<file path="src/rtl/core/qps_pkg.sv">
`timescale 1ns / 1ps
// ----------------------------------------------------------------------------
// Quadrature position and speed: shared definitions
// Widths, command codes, beat types and phase stepping for the x4 decoder.
// ----------------------------------------------------------------------------
package qps_pkg;

  // Width of the internal position count (valid range 16 to 48).
  localparam int POS_WIDTH = 32;

  // Speed scaling: change * (60 * 100) / 64, truncated toward zero.
  localparam int SPEED_NUM   = 60 * 100;
  localparam int SPEED_DEN   = 64;
  localparam int SPEED_SHIFT = $clog2(SPEED_DEN);

  // Signed width that holds the scale numerator.
  localparam int NUM_W   = $clog2(SPEED_NUM) + 1;
  localparam int PROD_W  = POS_WIDTH + NUM_W;
  // Working width for saturation, always wider than the 32-bit result.
  localparam int SCALE_W = (PROD_W > 34) ? PROD_W : 34;

  localparam logic signed [NUM_W-1:0] SPEED_NUM_S = NUM_W'(SPEED_NUM);
  localparam logic signed [31:0]      SPEED_MAX   = 32'sh7FFF_FFFF;
  localparam logic signed [31:0]      SPEED_MIN   = 32'sh8000_0000;

  typedef logic [POS_WIDTH-1:0] pos_t;
  typedef logic [1:0]           phase_t;

  // Phase after reset: A high, B low.
  localparam phase_t PHASE_RESET = 2'b10;

  // Command codes of an input beat.
  typedef enum logic [1:0] {
    FUNC_SAMPLE = 2'd0,
    FUNC_LOAD   = 2'd1,
    FUNC_TICK   = 2'd2
  } func_t;

  typedef struct packed {
    func_t              func;
    logic               enc_a;
    logic               enc_b;
    logic signed [31:0] new_position;
    logic               forward;
  } in_beat_t;

  typedef struct packed {
    logic signed [31:0] position;
    logic signed [31:0] speed;
  } out_beat_t;

  // Next phase along the forward sequence 10, 00, 01, 11.
  function automatic phase_t step_fwd(input phase_t ph);
    phase_t nx;
    case (ph)
      2'b00:   nx = 2'b01;
      2'b01:   nx = 2'b11;
      2'b10:   nx = 2'b00;
      default: nx = 2'b10;
    endcase
    return nx;
  endfunction

  // Next phase along the reverse sequence.
  function automatic phase_t step_rev(input phase_t ph);
    phase_t nx;
    case (ph)
      2'b00:   nx = 2'b10;
      2'b01:   nx = 2'b00;
      2'b10:   nx = 2'b11;
      default: nx = 2'b01;
    endcase
    return nx;
  endfunction

endpackage

</file>
<file path="src/rtl/core/qps_speed_scale.sv">
`timescale 1ns / 1ps
// ----------------------------------------------------------------------------
// Quadrature speed scaling
// Turns the count change between two ticks into a saturated 32-bit speed.
// ----------------------------------------------------------------------------
module qps_speed_scale (
  input  qps_pkg::pos_t      cnt,
  input  qps_pkg::pos_t      last_tick,
  input  logic               forward,
  output logic signed [31:0] speed
);

  localparam logic signed [qps_pkg::SCALE_W-1:0] LIM_MAX =
    qps_pkg::SCALE_W'(qps_pkg::SPEED_MAX);
  localparam logic signed [qps_pkg::SCALE_W-1:0] LIM_MIN =
    qps_pkg::SCALE_W'(qps_pkg::SPEED_MIN);

  qps_pkg::pos_t                      diff;
  logic signed [qps_pkg::PROD_W-1:0]  prod;
  logic signed [qps_pkg::PROD_W-1:0]  biased;
  logic signed [qps_pkg::PROD_W-1:0]  quot;
  logic signed [qps_pkg::SCALE_W-1:0] quot_w;

  // Change since the last tick, oriented by direction; wraps at the count width.
  assign diff = forward ? (cnt - last_tick) : (last_tick - cnt);

  // Constant multiply, then divide by a power of two rounding toward zero.
  assign prod   = qps_pkg::PROD_W'($signed(diff)) *
                  qps_pkg::PROD_W'(qps_pkg::SPEED_NUM_S);
  assign biased = prod + (prod[qps_pkg::PROD_W-1] ?
                          qps_pkg::PROD_W'(qps_pkg::SPEED_DEN - 1) :
                          qps_pkg::PROD_W'(0));
  assign quot   = biased >>> qps_pkg::SPEED_SHIFT;
  assign quot_w = qps_pkg::SCALE_W'(quot);

  // Clamp to the 32-bit signed range.
  always_comb begin
    if (quot_w > LIM_MAX) begin
      speed = qps_pkg::SPEED_MAX;
    end else if (quot_w < LIM_MIN) begin
      speed = qps_pkg::SPEED_MIN;
    end else begin
      speed = quot_w[31:0];
    end
  end

endmodule

</file>
<file path="src/rtl/core/quadrature_position_speed.sv">
`timescale 1ns / 1ps
// ----------------------------------------------------------------------------
// Quadrature position and speed decoder
// x4 quadrature decoding with position load and scaled speed measurement.
// ----------------------------------------------------------------------------
// Usage:
//   The input channel (in_valid, in_stall, in_data) carries one command per
//   beat: a pin sample of channels A and B, a position load, or a speed tick.
//   Every input beat yields exactly one result beat on the output channel
//   (out_valid, out_stall, out_data) holding the position after that command
//   and the speed from the latest tick.
//   An accepted beat is captured in the input register, then goes through the
//   decode, scale and saturate logic into the result register once that
//   register can take it. Throughput is one beat per cycle while out_stall
//   does not hold the result register full, set by the single pass of that
//   logic, which also updates the phase, count and speed state.
//   A new beat is taken while a finished result still waits in the result
//   register; when out_stall holds the result register full, one more beat
//   fills the input register, and from then on in_stall follows out_stall.
//   Synchronous reset clears the valid flags of both pipeline registers, sets
//   the phase to A high and B low, and zeroes the position, the tick snapshot and the speed.
// ----------------------------------------------------------------------------
module quadrature_position_speed (
  input  logic                clk,
  input  logic                rst_n,
  input  logic                in_valid,
  output logic                in_stall,
  input  qps_pkg::in_beat_t   in_data,
  output logic                out_valid,
  input  logic                out_stall,
  output qps_pkg::out_beat_t  out_data
);

  logic                s1_valid_r;
  qps_pkg::in_beat_t   s1_data_r;
  logic                out_valid_r;
  qps_pkg::out_beat_t  out_data_r;

  qps_pkg::phase_t     phase_r;
  qps_pkg::phase_t     phase_nxt;
  qps_pkg::pos_t       cnt_r;
  qps_pkg::pos_t       cnt_nxt;
  qps_pkg::pos_t       tick_r;
  qps_pkg::pos_t       tick_nxt;
  logic signed [31:0]  speed_r;
  logic signed [31:0]  speed_nxt;

  logic                adv;
  logic                fire;
  logic [1:0]          pins;
  logic signed [63:0]  load_ext;
  logic [63:0]         cnt_ext;
  logic signed [31:0]  tick_speed;

  // Handshake: the result register can take a beat when empty or draining.
  assign adv       = ~out_valid_r | ~out_stall;
  assign fire      = s1_valid_r & adv;
  assign in_stall  = s1_valid_r & ~adv;
  assign out_valid = out_valid_r;
  assign out_data  = out_data_r;

  // Input register.
  always_ff @(posedge clk) begin
    if (!rst_n) begin
      s1_valid_r <= 1'b0;
    end else if (!in_stall) begin
      s1_valid_r <= in_valid;
    end
  end

  always_ff @(posedge clk) begin
    if (in_valid && !in_stall) begin
      s1_data_r <= in_data;
    end
  end

  // Speed from the change since the previous tick.
  qps_speed_scale u_scale (
    .cnt       (cnt_r),
    .last_tick (tick_r),
    .forward   (s1_data_r.forward),
    .speed     (tick_speed)
  );

  assign pins     = {s1_data_r.enc_a, s1_data_r.enc_b};
  assign load_ext = 64'($signed(s1_data_r.new_position));

  // Command decode and next state.
  always_comb begin
    phase_nxt = phase_r;
    cnt_nxt   = cnt_r;
    tick_nxt  = tick_r;
    speed_nxt = speed_r;
    case (s1_data_r.func)
      qps_pkg::FUNC_SAMPLE: begin
        if (pins == qps_pkg::step_fwd(phase_r)) begin
          phase_nxt = pins;
          cnt_nxt   = cnt_r + qps_pkg::pos_t'(1);
        end else if (pins == qps_pkg::step_rev(phase_r)) begin
          phase_nxt = pins;
          cnt_nxt   = cnt_r - qps_pkg::pos_t'(1);
        end
      end
      qps_pkg::FUNC_LOAD: begin
        cnt_nxt = load_ext[qps_pkg::POS_WIDTH-1:0];
      end
      qps_pkg::FUNC_TICK: begin
        speed_nxt = tick_speed;
        tick_nxt  = cnt_r;
      end
      default: begin
        // Unused command: state holds, the result reports it as is.
      end
    endcase
  end

  // The reported position is the low 32 bits of the count.
  assign cnt_ext = 64'(cnt_nxt);

  // Decoder state.
  always_ff @(posedge clk) begin
    if (!rst_n) begin
      phase_r <= qps_pkg::PHASE_RESET;
      cnt_r   <= '0;
      tick_r  <= '0;
      speed_r <= '0;
    end else if (fire) begin
      phase_r <= phase_nxt;
      cnt_r   <= cnt_nxt;
      tick_r  <= tick_nxt;
      speed_r <= speed_nxt;
    end
  end

  // Result register.
  always_ff @(posedge clk) begin
    if (!rst_n) begin
      out_valid_r <= 1'b0;
    end else if (adv) begin
      out_valid_r <= s1_valid_r;
    end
  end

  always_ff @(posedge clk) begin
    if (fire) begin
      out_data_r.position <= cnt_ext[31:0];
      out_data_r.speed    <= speed_nxt;
    end
  end

  // A beat that leaves the input register shows up as a result next cycle.
  a_fire_to_out : assert property (@(posedge clk) disable iff (!rst_n)
    fire |=> out_valid_r)
    else $error("processed beat did not reach the result register");

  // The input side is only held back while the input register is occupied.
  a_stall_needs_item : assert property (@(posedge clk) disable iff (!rst_n)
    in_stall |-> (s1_valid_r && out_valid_r && out_stall))
    else $error("input stalled without a held beat");

  // The phase moves only on a pin sample.
  a_phase_on_sample : assert property (@(posedge clk) disable iff (!rst_n)
    !(fire && (s1_data_r.func == qps_pkg::FUNC_SAMPLE)) |=> $stable(phase_r))
    else $error("phase changed without a pin sample");

  // Speed and tick snapshot change only on a speed tick.
  a_speed_on_tick : assert property (@(posedge clk) disable iff (!rst_n)
    !(fire && (s1_data_r.func == qps_pkg::FUNC_TICK)) |=>
      ($stable(speed_r) && $stable(tick_r)))
    else $error("speed state changed without a tick");

endmodule

</file>
<file path="config.mk">
export PLATFORM = sky130hd
export DESIGN_NAME = quadrature_position_speed
export DESIGN_NICKNAME = d
export VERILOG_FILES = /design/src/rtl/core/qps_pkg.sv /design/src/rtl/core/qps_speed_scale.sv /design/src/rtl/core/quadrature_position_speed.sv
export SDC_FILE = /design/constraint.sdc
export NUM_CORES = 1
export LEC_CHECK = 0
export BUFFER_PORTS_ARGS = -buffer_cell sky130_fd_sc_hd__buf_2
export CORE_ASPECT_RATIO = 1.4
export CORE_MARGIN = 8
export CORE_UTILIZATION = 60
export CTS_CLUSTER_SIZE = 10
export DETAILED_ROUTE_END_ITERATION = 10
export PLACE_DENSITY = 0.8
export SETUP_SLACK_MARGIN = 0.15
export SLEW_MARGIN = 20
export SYNTH_ARGS = -nofsm -noshare
export SYNTH_HDL_FRONTEND = slang
export SYNTH_HIERARCHICAL = 1
export SYNTH_SLANG_ARGS = --single-unit
export TNS_END_PERCENT = 5
</file>
<file path="constraint.sdc">
create_clock -name clk -period 17.2 [get_ports clk]
set_clock_uncertainty 0.05 [all_clocks]
set_input_delay 0.86 -clock clk [delete_from_list [all_inputs] [get_ports clk]]
set_output_delay 0.86 -clock clk [all_outputs]
set_load 0.02 [all_outputs]
</file>
=== Yosys cells after proc, flatten, opt, wreduce, memory -nomap -nowiden ===
Cells that the tools add are included.

* Add/subtract/negate cells: 5
* Multipliers: 1
* Magnitude comparators: 2
* Equal/unequal tests: 6
* Multiplexer cells: 15
* Bitwise logic cells: 6
* Reduce and logical (&&, ||, !) cells: 7

{| class="wikitable"
|+ Operators with widths
! kind !! number
|-
| $mux W32 || 6
|-
| $pmux W32 S2 || 1
|-
| $sub A32 B32 Y32 || 2
|-
| $add A46 B7 Y46 || 1
|-
| $mul A32 B10 Y42 const B || 1
|-
| $gt A40 B32 Y1 const B || 1
|-
| $lt A40 B32 Y1 const B || 1
|-
| $add A32 B1 Y32 const B || 1
|-
| $sub A32 B1 Y32 const B || 1
|-
| $pmux W2 S3 || 2
|-
| $mux W2 || 5
|-
| $mux W6 || 1
|-
| $eq A2 B1 Y1 const B || 2
|-
| $eq A2 B2 Y1 || 2
|-
| $eq A2 B2 Y1 const B || 2
|-
| $logic_not A2 Y1 || 2
|-
| $not A1 Y1 || 3
|-
| $reduce_and A3 Y1 || 1
|-
| $and A1 B1 Y1 || 2
|-
| $reduce_and A2 Y1 || 1
|-
| $reduce_bool A2 Y1 || 1
|-
| $logic_and A1 B1 Y1 || 1
|-
| $logic_not A1 Y1 || 1
|-
| $or A1 B1 Y1 || 1
|}

* Register bits: 201
* Bits of input ports: 41
* Output and inout bits: 66
* Logic and storage cells: 55

=== Longest topological paths before layout ===
Gate-level depths: netlist of the first run.

* Depth after elaboration: 10
* Mapped depth: 45
* Mapped depth without buffers: 43

=== By module ===
The synthesis of the first run kept the hierarchy.

{| class="wikitable"
|+ By module, submodules not included
! module !! times used !! cells each !! area each (um^2)
|-
| qps_speed_scale || 1 || 1470 || 11847.6
|-
| quadrature_position_speed || 1 || 957 || 9240.1
|}

=== Worst setup path after synthesis of the first run ===
Ideal clock, no wire load.

* Kind: register -> register
* Start point: register cnt_r[1]
* End point: register out_data_r, in the netlist out_data[20], data pin
* Data arrival time: 10208 ps
* Setup slack: 6811 ps
* Stages on the path, launching flop included: 37
* Period minus slack after synthesis: 10389 ps
* Cell sequence: dfxtp_1 -> inv_1 -> ha_1 -> nor2b_1 -> o21ai_0 -> a21boi_0 -> o211ai_1 -> a31oi_1 -> a211oi_1 -> a31oi_1 -> a22o_1 -> a31oi_1 -> xnor2_1 -> ha_1 -> fa_1 -> inv_1 -> fa_1 -> inv_1 -> fa_1 -> fa_1 -> ha_1 -> and4_2 -> a21o_2 -> a221oi_1 -> nand3_2 -> xnor2_1 -> ha_1 -> nor2b_1 -> nand2_1 -> o21ai_0 -> mux2i_2 -> or4_4 -> nor4_4 -> a21oi_2 -> o41a_4 -> o31ai_1 -> mux2_2

* Longest elaborated chain between the ends: 9

{| class="wikitable"
|+ RTL lines
! item !! RTL line !! text
|-
| start, declared || quadrature_position_speed.sv:41 || <nowiki>qps_pkg::pos_t cnt_r;</nowiki>
|-
| start signal, assigned || quadrature_position_speed.sv:129 || <nowiki>cnt_r <= cnt_nxt;</nowiki>
|-
| $sub A32 B32 Y32 || qps_speed_scale.sv:25 || <nowiki>assign diff = forward ? (cnt - last_tick) : (last_tick - cnt);</nowiki>
|-
| $mux W32 * || qps_speed_scale.sv:25 ||
|-
| $mul A32 B10 Y42 * || qps_speed_scale.sv:28 || <nowiki>assign prod = qps_pkg::PROD_W'($signed(diff)) *</nowiki>
|-
| $mux W6 || qps_speed_scale.sv:30 || <nowiki>assign biased = prod + (prod[qps_pkg::PROD_W-1] ?</nowiki>
|-
| $add A46 B7 Y46 * || qps_speed_scale.sv:30 ||
|-
| $lt A40 B32 Y1 || qps_speed_scale.sv:40 || <nowiki>end else if (quot_w < LIM_MIN) begin</nowiki>
|-
| $mux W32 || qps_speed_scale.sv:40 ||
|-
| $mux W32 * || qps_speed_scale.sv:38 || <nowiki>if (quot_w > LIM_MAX) begin</nowiki>
|-
| via tick_speed[20] || quadrature_position_speed.sv:53 || <nowiki>logic signed [31:0] tick_speed;</nowiki>
|-
| $mux W32 * || quadrature_position_speed.sv:94 || <nowiki>case (s1_data_r.func)</nowiki>
|-
| via speed_nxt[20] || quadrature_position_speed.sv:46 || <nowiki>logic signed [31:0] speed_nxt;</nowiki>
|-
| end, declared || quadrature_position_speed.sv:37 || <nowiki>qps_pkg::out_beat_t out_data_r;</nowiki>
|}

Mark *: on every way through the listed nets, which the timed path passes. The rest lies on a longest branch.
A chain may end at the register's enable or synchronous reset.

=== Worst setup path after layout of the first run ===
* Start point: register cnt_r[0]
* End point: register out_data_r, in the netlist out_data[20], data pin

The elaborated chain is that of the path after synthesis.

==> results of run 1 <==
stage by stage:
stage / cell area (um^2) / hold slack (ps) / std cells / setup slack [ps]
6_report: 22400 / 403 / 2916 / 4690
5_1_grt: 22400 / 426 / 2916 / 3960
4_1_cts: 22400 / 406 / 2916 / 4780
3_5_place_dp: 21700 / 397 / 2872 / 4760
3_3_place_gp: 21700 / 389 / 2872 / 5190
2_1_floorplan: 21100 / 384 / 2427 / 6810
per-layer routing:
layer	up-vias	share of wire, %	global-route usage [%]
li1	8446	-	-
met1	8581	38	29.4
met2	591	53	50.9
met3	186	4.2	3.27
met4	0	5.2	14.3
met5	-	0	0
cell usage in the layout (no fill, tap or decap), drive strengths merged, types with 41 or more instances in the layout:
cell | Yosys | final
a21o | 58 | 58
a21oi | 198 | 198
buf | 43 | 120
clkbuf | 88 | 41
dfxtp | 100 | 100
edfxtp | 101 | 101
fa | 155 | 155
ha | 183 | 183
inv | 306 | 306
nand2 | 258 | 258
nand3 | 49 | 49
nand4 | 41 | 41
nor2 | 105 | 105
nor3 | 44 | 44
o21ai | 148 | 148
xnor2 | 57 | 57
xor2 | 51 | 51
worst register-to-register path: cells and delay by family, from the launching register on:
| family | cells | cell delay [ps] |
|---|---|---|
| simple gates | 8 | 2300 |
| buf+inv | 4 | 260 |
| compound gates | 14 | 4220 |
| xor+xnor | 2 | 1100 |
| fa+ha+maj | 9 | 3520 |
| mux | 2 | 390 |
| flops | 1 | 560 |
cell families (layout without fill, tap and decap cells):
| group | Yosys count | after routing | synth area share [%] |
|---|---|---|---|
| flops | 201 | 201 | 23.9 |
| xor+xnor | 108 | 108 | 4.49 |
| compound gates | 621 | 621 | 18.9 |
| buf+inv | 439 | 472 | 8.35 |
| fa+ha+maj | 338 | 338 | 25.6 |
| simple gates | 660 | 660 | 15.7 |
| mux | 60 | 60 | 3.10 |
final cells by class:
class	count	area share, %
flip-flops and latches	201	22.5
clock inverters	3	0.134
inverters	308	5.16
multi-input cells	1787	63.9
clock buffers	41	2.96
repair buffers	120	2.83
well taps	456	2.54
registers in the layout, indices dropped and copies added, names as in the netlist, 2 cells and up:
signal,flops
cnt_r,32
load_ext,32
out_data,64
pins,2
tick_r,32
speed_r,32
s1_data_r,3
phase_r,2
final timing paths:
check                                start            to  slack, ps  cells after the start
worst max-delay path              cnt_r[0]  out_data[20]       4690                     39
worst min-delay path            speed_r[0]    speed_r[0]        400                      2
worst max register to register    cnt_r[0]  out_data[20]       4690                     39
worst min register to register  speed_r[0]    speed_r[0]        400                      2
==> results by group, run 1 <==
STA
  – Setup TNS: 0 ps
  – Final period util: 72.7%
  – Setup-failing EPs final: 0
  – Least-Margin Pin Slew: approximately 1100 ps
  – Worst slew margin: about 28%
  – RSZ-0062 raised after global routing: false
  – Fin. Hold Viols: 0
  – Max frequency: 80.0 MHz
  – Min Clock Period, post-route: around 13000 ps
  – Max Slew Vio Count: 0

Die
  – Core Region: about 35000 um^2
  – Die area: between 40000 and 50000 um^2
  – Die Height: 238 um
  – Num ports: ~110
  – Starting Density: 60.7%
  – Row cnt: 81
  – Die X-Extent: 174 um

Synth
  – Average cell area after synthesis: between 8 and 9 um^2
  – Synth top area share: around 15%
  – YS warnings: 6
  – Synth Instances: 2427
  – Sequential area share after synthesis: 23.9%
  – Synth cell types: just over 100
  – Seq cells post-synth: 201
  – Count leader, synth: inv_1
  – Post-Syn Area: 21100 um^2
  – Post-Syn Nets: 2806
  – Asr flop ratio synth: 0%
  – Most frequent cells after synthesis: inv_1 (305), nand2_1 (255), a21oi_1 (193)
  – Top_reg_cell synth: edfxtp_1
  – Synth area leader: fa_1
  – Synth area leaders: fa_1 (15%), edfxtp_1 (14%), ha_1 (11%)
  – Number of synthesized flops with an enable pin: roughly 100

Detailed routing
  – Initial DRT Pass Iterations: 8
  – Detail Route Antenna Nets: 0
  – Drt drc: 0
  – Vias per std cell: 6.11
  – Drt wl/cell: between 15 and 20 um
  – Final wirelength: between 50000 and 60000 um
  – Routed vias: between 15k and 20k
  – Initial DRC count: between 1k and 1.5k

Clocking
  – Maximum root-to-sink buffer count: 3
  – CTS hold repair buffers: 0
  – CTS clk-pin slew, worst paths: around 60 ps
  – Root Driver: clkbuf_16
  – Worst-skew pair later-pin latency: roughly 550 ps
  – TritonCTS clock tree: yes
  – Clock Sinks: between 200 and 250
  – CTS resizes: 0
  – H-tree depth: 1
  – CTS Buf Count: 24
  – Post-CTS Setup Inserts: 0

Worst setup path
  – WP buf/inv: 4
  – Crit-path max cell delay: around 600 ps
  – Critical path's most frequent cell: fa_1
  – Critical path class: reg -> reg
  – Crit. End Element: flop
  – Top cell family by delay on the critical path: compound AO/OA/AOI/OAI gates
  – Max FO, Critical Path: 31
  – CP max-delay cell: xnor2_1
  – Worst Path Required: ~18000 ps
  – Worst EP arrival: 12870 ps
  – Startpoint Class: flop

Layout
  – Fill cells: approximately 2.9k
  – Util after Layout: 64.5%
  – Multi-input gate area: 14300 um^2
  – Area grow syn2layout: 6.34%
  – Fraction of layout cells with a size suffix above 1: 10.7%
  – Seq. cell area: between 5000 and 6000 um^2
  – NumNets Final: 2821
  – Diode count: 0

GRT
  – Initial antenna violation count: 0
  – Total track usage: roughly 27%
  – Congestion Overflow GR: 0
  – First-pass GRT wire length: just over 90000 um
  – Vias in the first global route: 18.2k
  – Largest net degree at the start of global routing: 65

Placed design
  – HPWL after DPL: 44800 um
  – RD Place Congestion: between 1 and 1.5
  – I/O Buffers: approximately 110

Run
  – Max-cap violations: 0

Min path
  – Worst hold path class: reg -> reg

Outcome
  – Outcome: finished, final reports clean
Power of run 1 is left out: the tool's default activity adds up to more than one toggle a clock period on the data nets, which glitch-free logic cannot reach.
==> run 2, diff against run 1 <==
==> constraint.sdc (replaced) <==
create_clock -name clk -period 12.9 [get_ports clk]
set_clock_uncertainty 0.05 [all_clocks]
set_input_delay 0.645 -clock clk [delete_from_list [all_inputs] [get_ports clk]]
set_output_delay 0.645 -clock clk [all_outputs]
set_load 0.02 [all_outputs]
==> results by group, run 2 (synthesis results as in run 1) <==
Worst setup path
  – Crit-path max cell delay: 590 ps (about the same)
  – CP max-delay cell: or4_4
  – R2R Setup Slk: 850 ps (-3840 ps)
  – Worst r2r path cells: 39 (unchanged)
  – RR Startpoint: cnt_r[8]
  – Worst EP arrival: 12400 ps (-470 ps)
  – Worst Path Required: 13250 ps (-4320 ps)
  – Critical path's most frequent cell: inv_1
  – Startpoint Class: flop
  – Reg-to-reg endpoint: out_data[20]
  – Setup crit start: cnt_r[8]
  – Critical path class: reg -> reg
  – Max FO, Critical Path: 31 (unchanged)
  – Crit. End Element: flop

Clocking
  – Root Driver: clkbuf_16
  – CTS hold repair buffers: 0 (unchanged)
  – Clock Sinks: 201 (unchanged)
  – CTS clk-pin slew, worst paths: 60 ps (about the same)
  – CTS resizes: 0 (unchanged)
  – Worst-skew pair later-pin latency: 540 ps (about the same)
  – Post-CTS Setup Inserts: 0 (unchanged)
  – CTS Buf Count: 24 (unchanged)
  – TritonCTS clock tree: yes
  – Maximum root-to-sink buffer count: 3 (unchanged)
  – H-tree depth: 1 (unchanged)

Min path
  – Worst hold path class: in -> reg
  – Worst hold stages: 1 (-1)
  – Hold worst-path end: s1_data_r[35]
  – Worst hold start: in_data[35]

Layout
  – Fraction of layout cells with a size suffix above 1: 10.9% (+0.23 points)
  – Area grow syn2layout: 6.63%
  – Fill cells: 2895 (+0.84%)
  – NumNets Final: 2824 (+0.11%)
  – Multi-input gate area: 14400 um^2 (+0.17%)
  – Seq. cell area: 5030 um^2 (unchanged)
  – Diode count: 0 (unchanged)
  – Commonest non-fill, non-tap cell in the layout: inv_1
  – Fin area: 22500 um^2 (+0.27%)
  – Max reg flops: 64 (unchanged)
  – Highest-count cells in the layout ignoring fill and taps: inv_1 (305), nand2_1 (254), a21oi_1 (193)

GRT
  – First-pass GRT wire length: 92100 um (-0.29%)
  – Initial antenna violation count: 0 (unchanged)
  – Congestion Overflow GR: 0 (unchanged)
  – Vias in the first global route: 18.3k (+0.49%)
  – Total track usage: 27.0% (-0.15 points)
  – Largest net degree at the start of global routing: 65 (unchanged)

STA
  – RSZ-0062 raised after global routing: false
  – Setup-failing EPs final: 0 (unchanged)
  – Fin. Hold Viols: 0 (unchanged)
  – Max frequency: 83.0 MHz (+3.8%)
  – Final period util: 93.4% (+21 points)
  – Max Slew Vio Count: 0 (unchanged)
  – Least-Margin Pin Slew: 1100 ps (+36.7 ps)
  – Min Clock Period, post-route: 12050 ps (-460 ps)
  – Setup TNS: 0 ps (unchanged)
  – Worst slew margin: 26.2% (-2.1 points)

Die
  – Row cnt: 81 (unchanged)
  – Die area: 41500 um^2 (unchanged)
  – Num ports: 107 (unchanged)
  – Die Height: 238 um (unchanged)
  – Core Region: 34800 um^2 (unchanged)
  – Die X-Extent: 174 um (unchanged)
  – Starting Density: 60.7% (unchanged)

Placed design
  – RD Place Congestion: 0.983 (-2.3%)
  – HPWL after DPL: 44700 um (-0.21%)
  – I/O Buffers: 106 (unchanged)
  – DP Area: 21700 um^2 (+0.10%)

Detailed routing
  – Drt drc: 0 (unchanged)
  – Drt wl/cell: 19.6 um (-0.81%)
  – Final wirelength: 57300 um (-0.70%)
  – Initial DRC count: 1143 (-7.5%)
  – Initial DRT Pass Iterations: 7 (-1)
  – Vias per std cell: 6.12 (+0.26%)
  – Detail Route Antenna Nets: 0 (unchanged)
  – Routed vias: 17.9k (+0.36%)

Outcome
  – Outcome: finished, final reports clean

Run
  – Max-cap violations: 0 (unchanged)
-- run 2: worst max-delay path by stage --
stage	to	slack, ps	cells after the start
after global placement	out_data[20]	870	36
final	out_data[20]	850	39
after floorplan	out_data[20]	2510	36
after CTS	out_data[20]	390	40
after global routing	out_data[20]	150	40
after detailed placement	out_data[20]	410	40
-- run 2: layout make-up --
cell class | instances | share of cell area, %
clock buffer | 42 | 3.11
clock inverter | 2 | 0.0389
inverter | 308 | 5.15
multi-input combinational | 1787 | 63.8
sequential | 201 | 22.4
tap | 456 | 2.54
timing repair buffer | 123 | 2.93
-- run 2: layer usage --
layer | share of wire, % | global-route usage [%]
met1 | 38 | 29.4
met2 | 52 | 50.3
met3 | 4.3 | 3.08
met4 | 5.5 | 14.8
met5 | 0 | 0
-- run 2: stage by stage --
| step | utilization, % | hold WS (ps) | setup WS [ps] | cells |
|---|---|---|---|---|
| after floorplan | - | 384 | 2510 | 2427 |
| after global placement | 62.5 | 389 | 875 | 2875 |
| after detailed placement | 62.5 | 398 | 410 | 2875 |
| after CTS | 64.6 | 209 | 395 | 2919 |
| after global routing | 64.7 | 213 | 148 | 2919 |
| final | 64.7 | 227 | 854 | 2919 |
-- run 2: worst max-delay path, delay by kind of cell, from the launching register on --
family	cells	cell delay (ps)
buffers and inverters	5	300
flip-flops	1	540
AND/OR/NAND/NOR	8	2310
adder cells (fa/ha/maj)	8	3560
multiplexers	3	680
XOR/XNOR	2	540
AO/OA/AOI/OAI	13	3940
Power of run 2 is left out for the same reason.
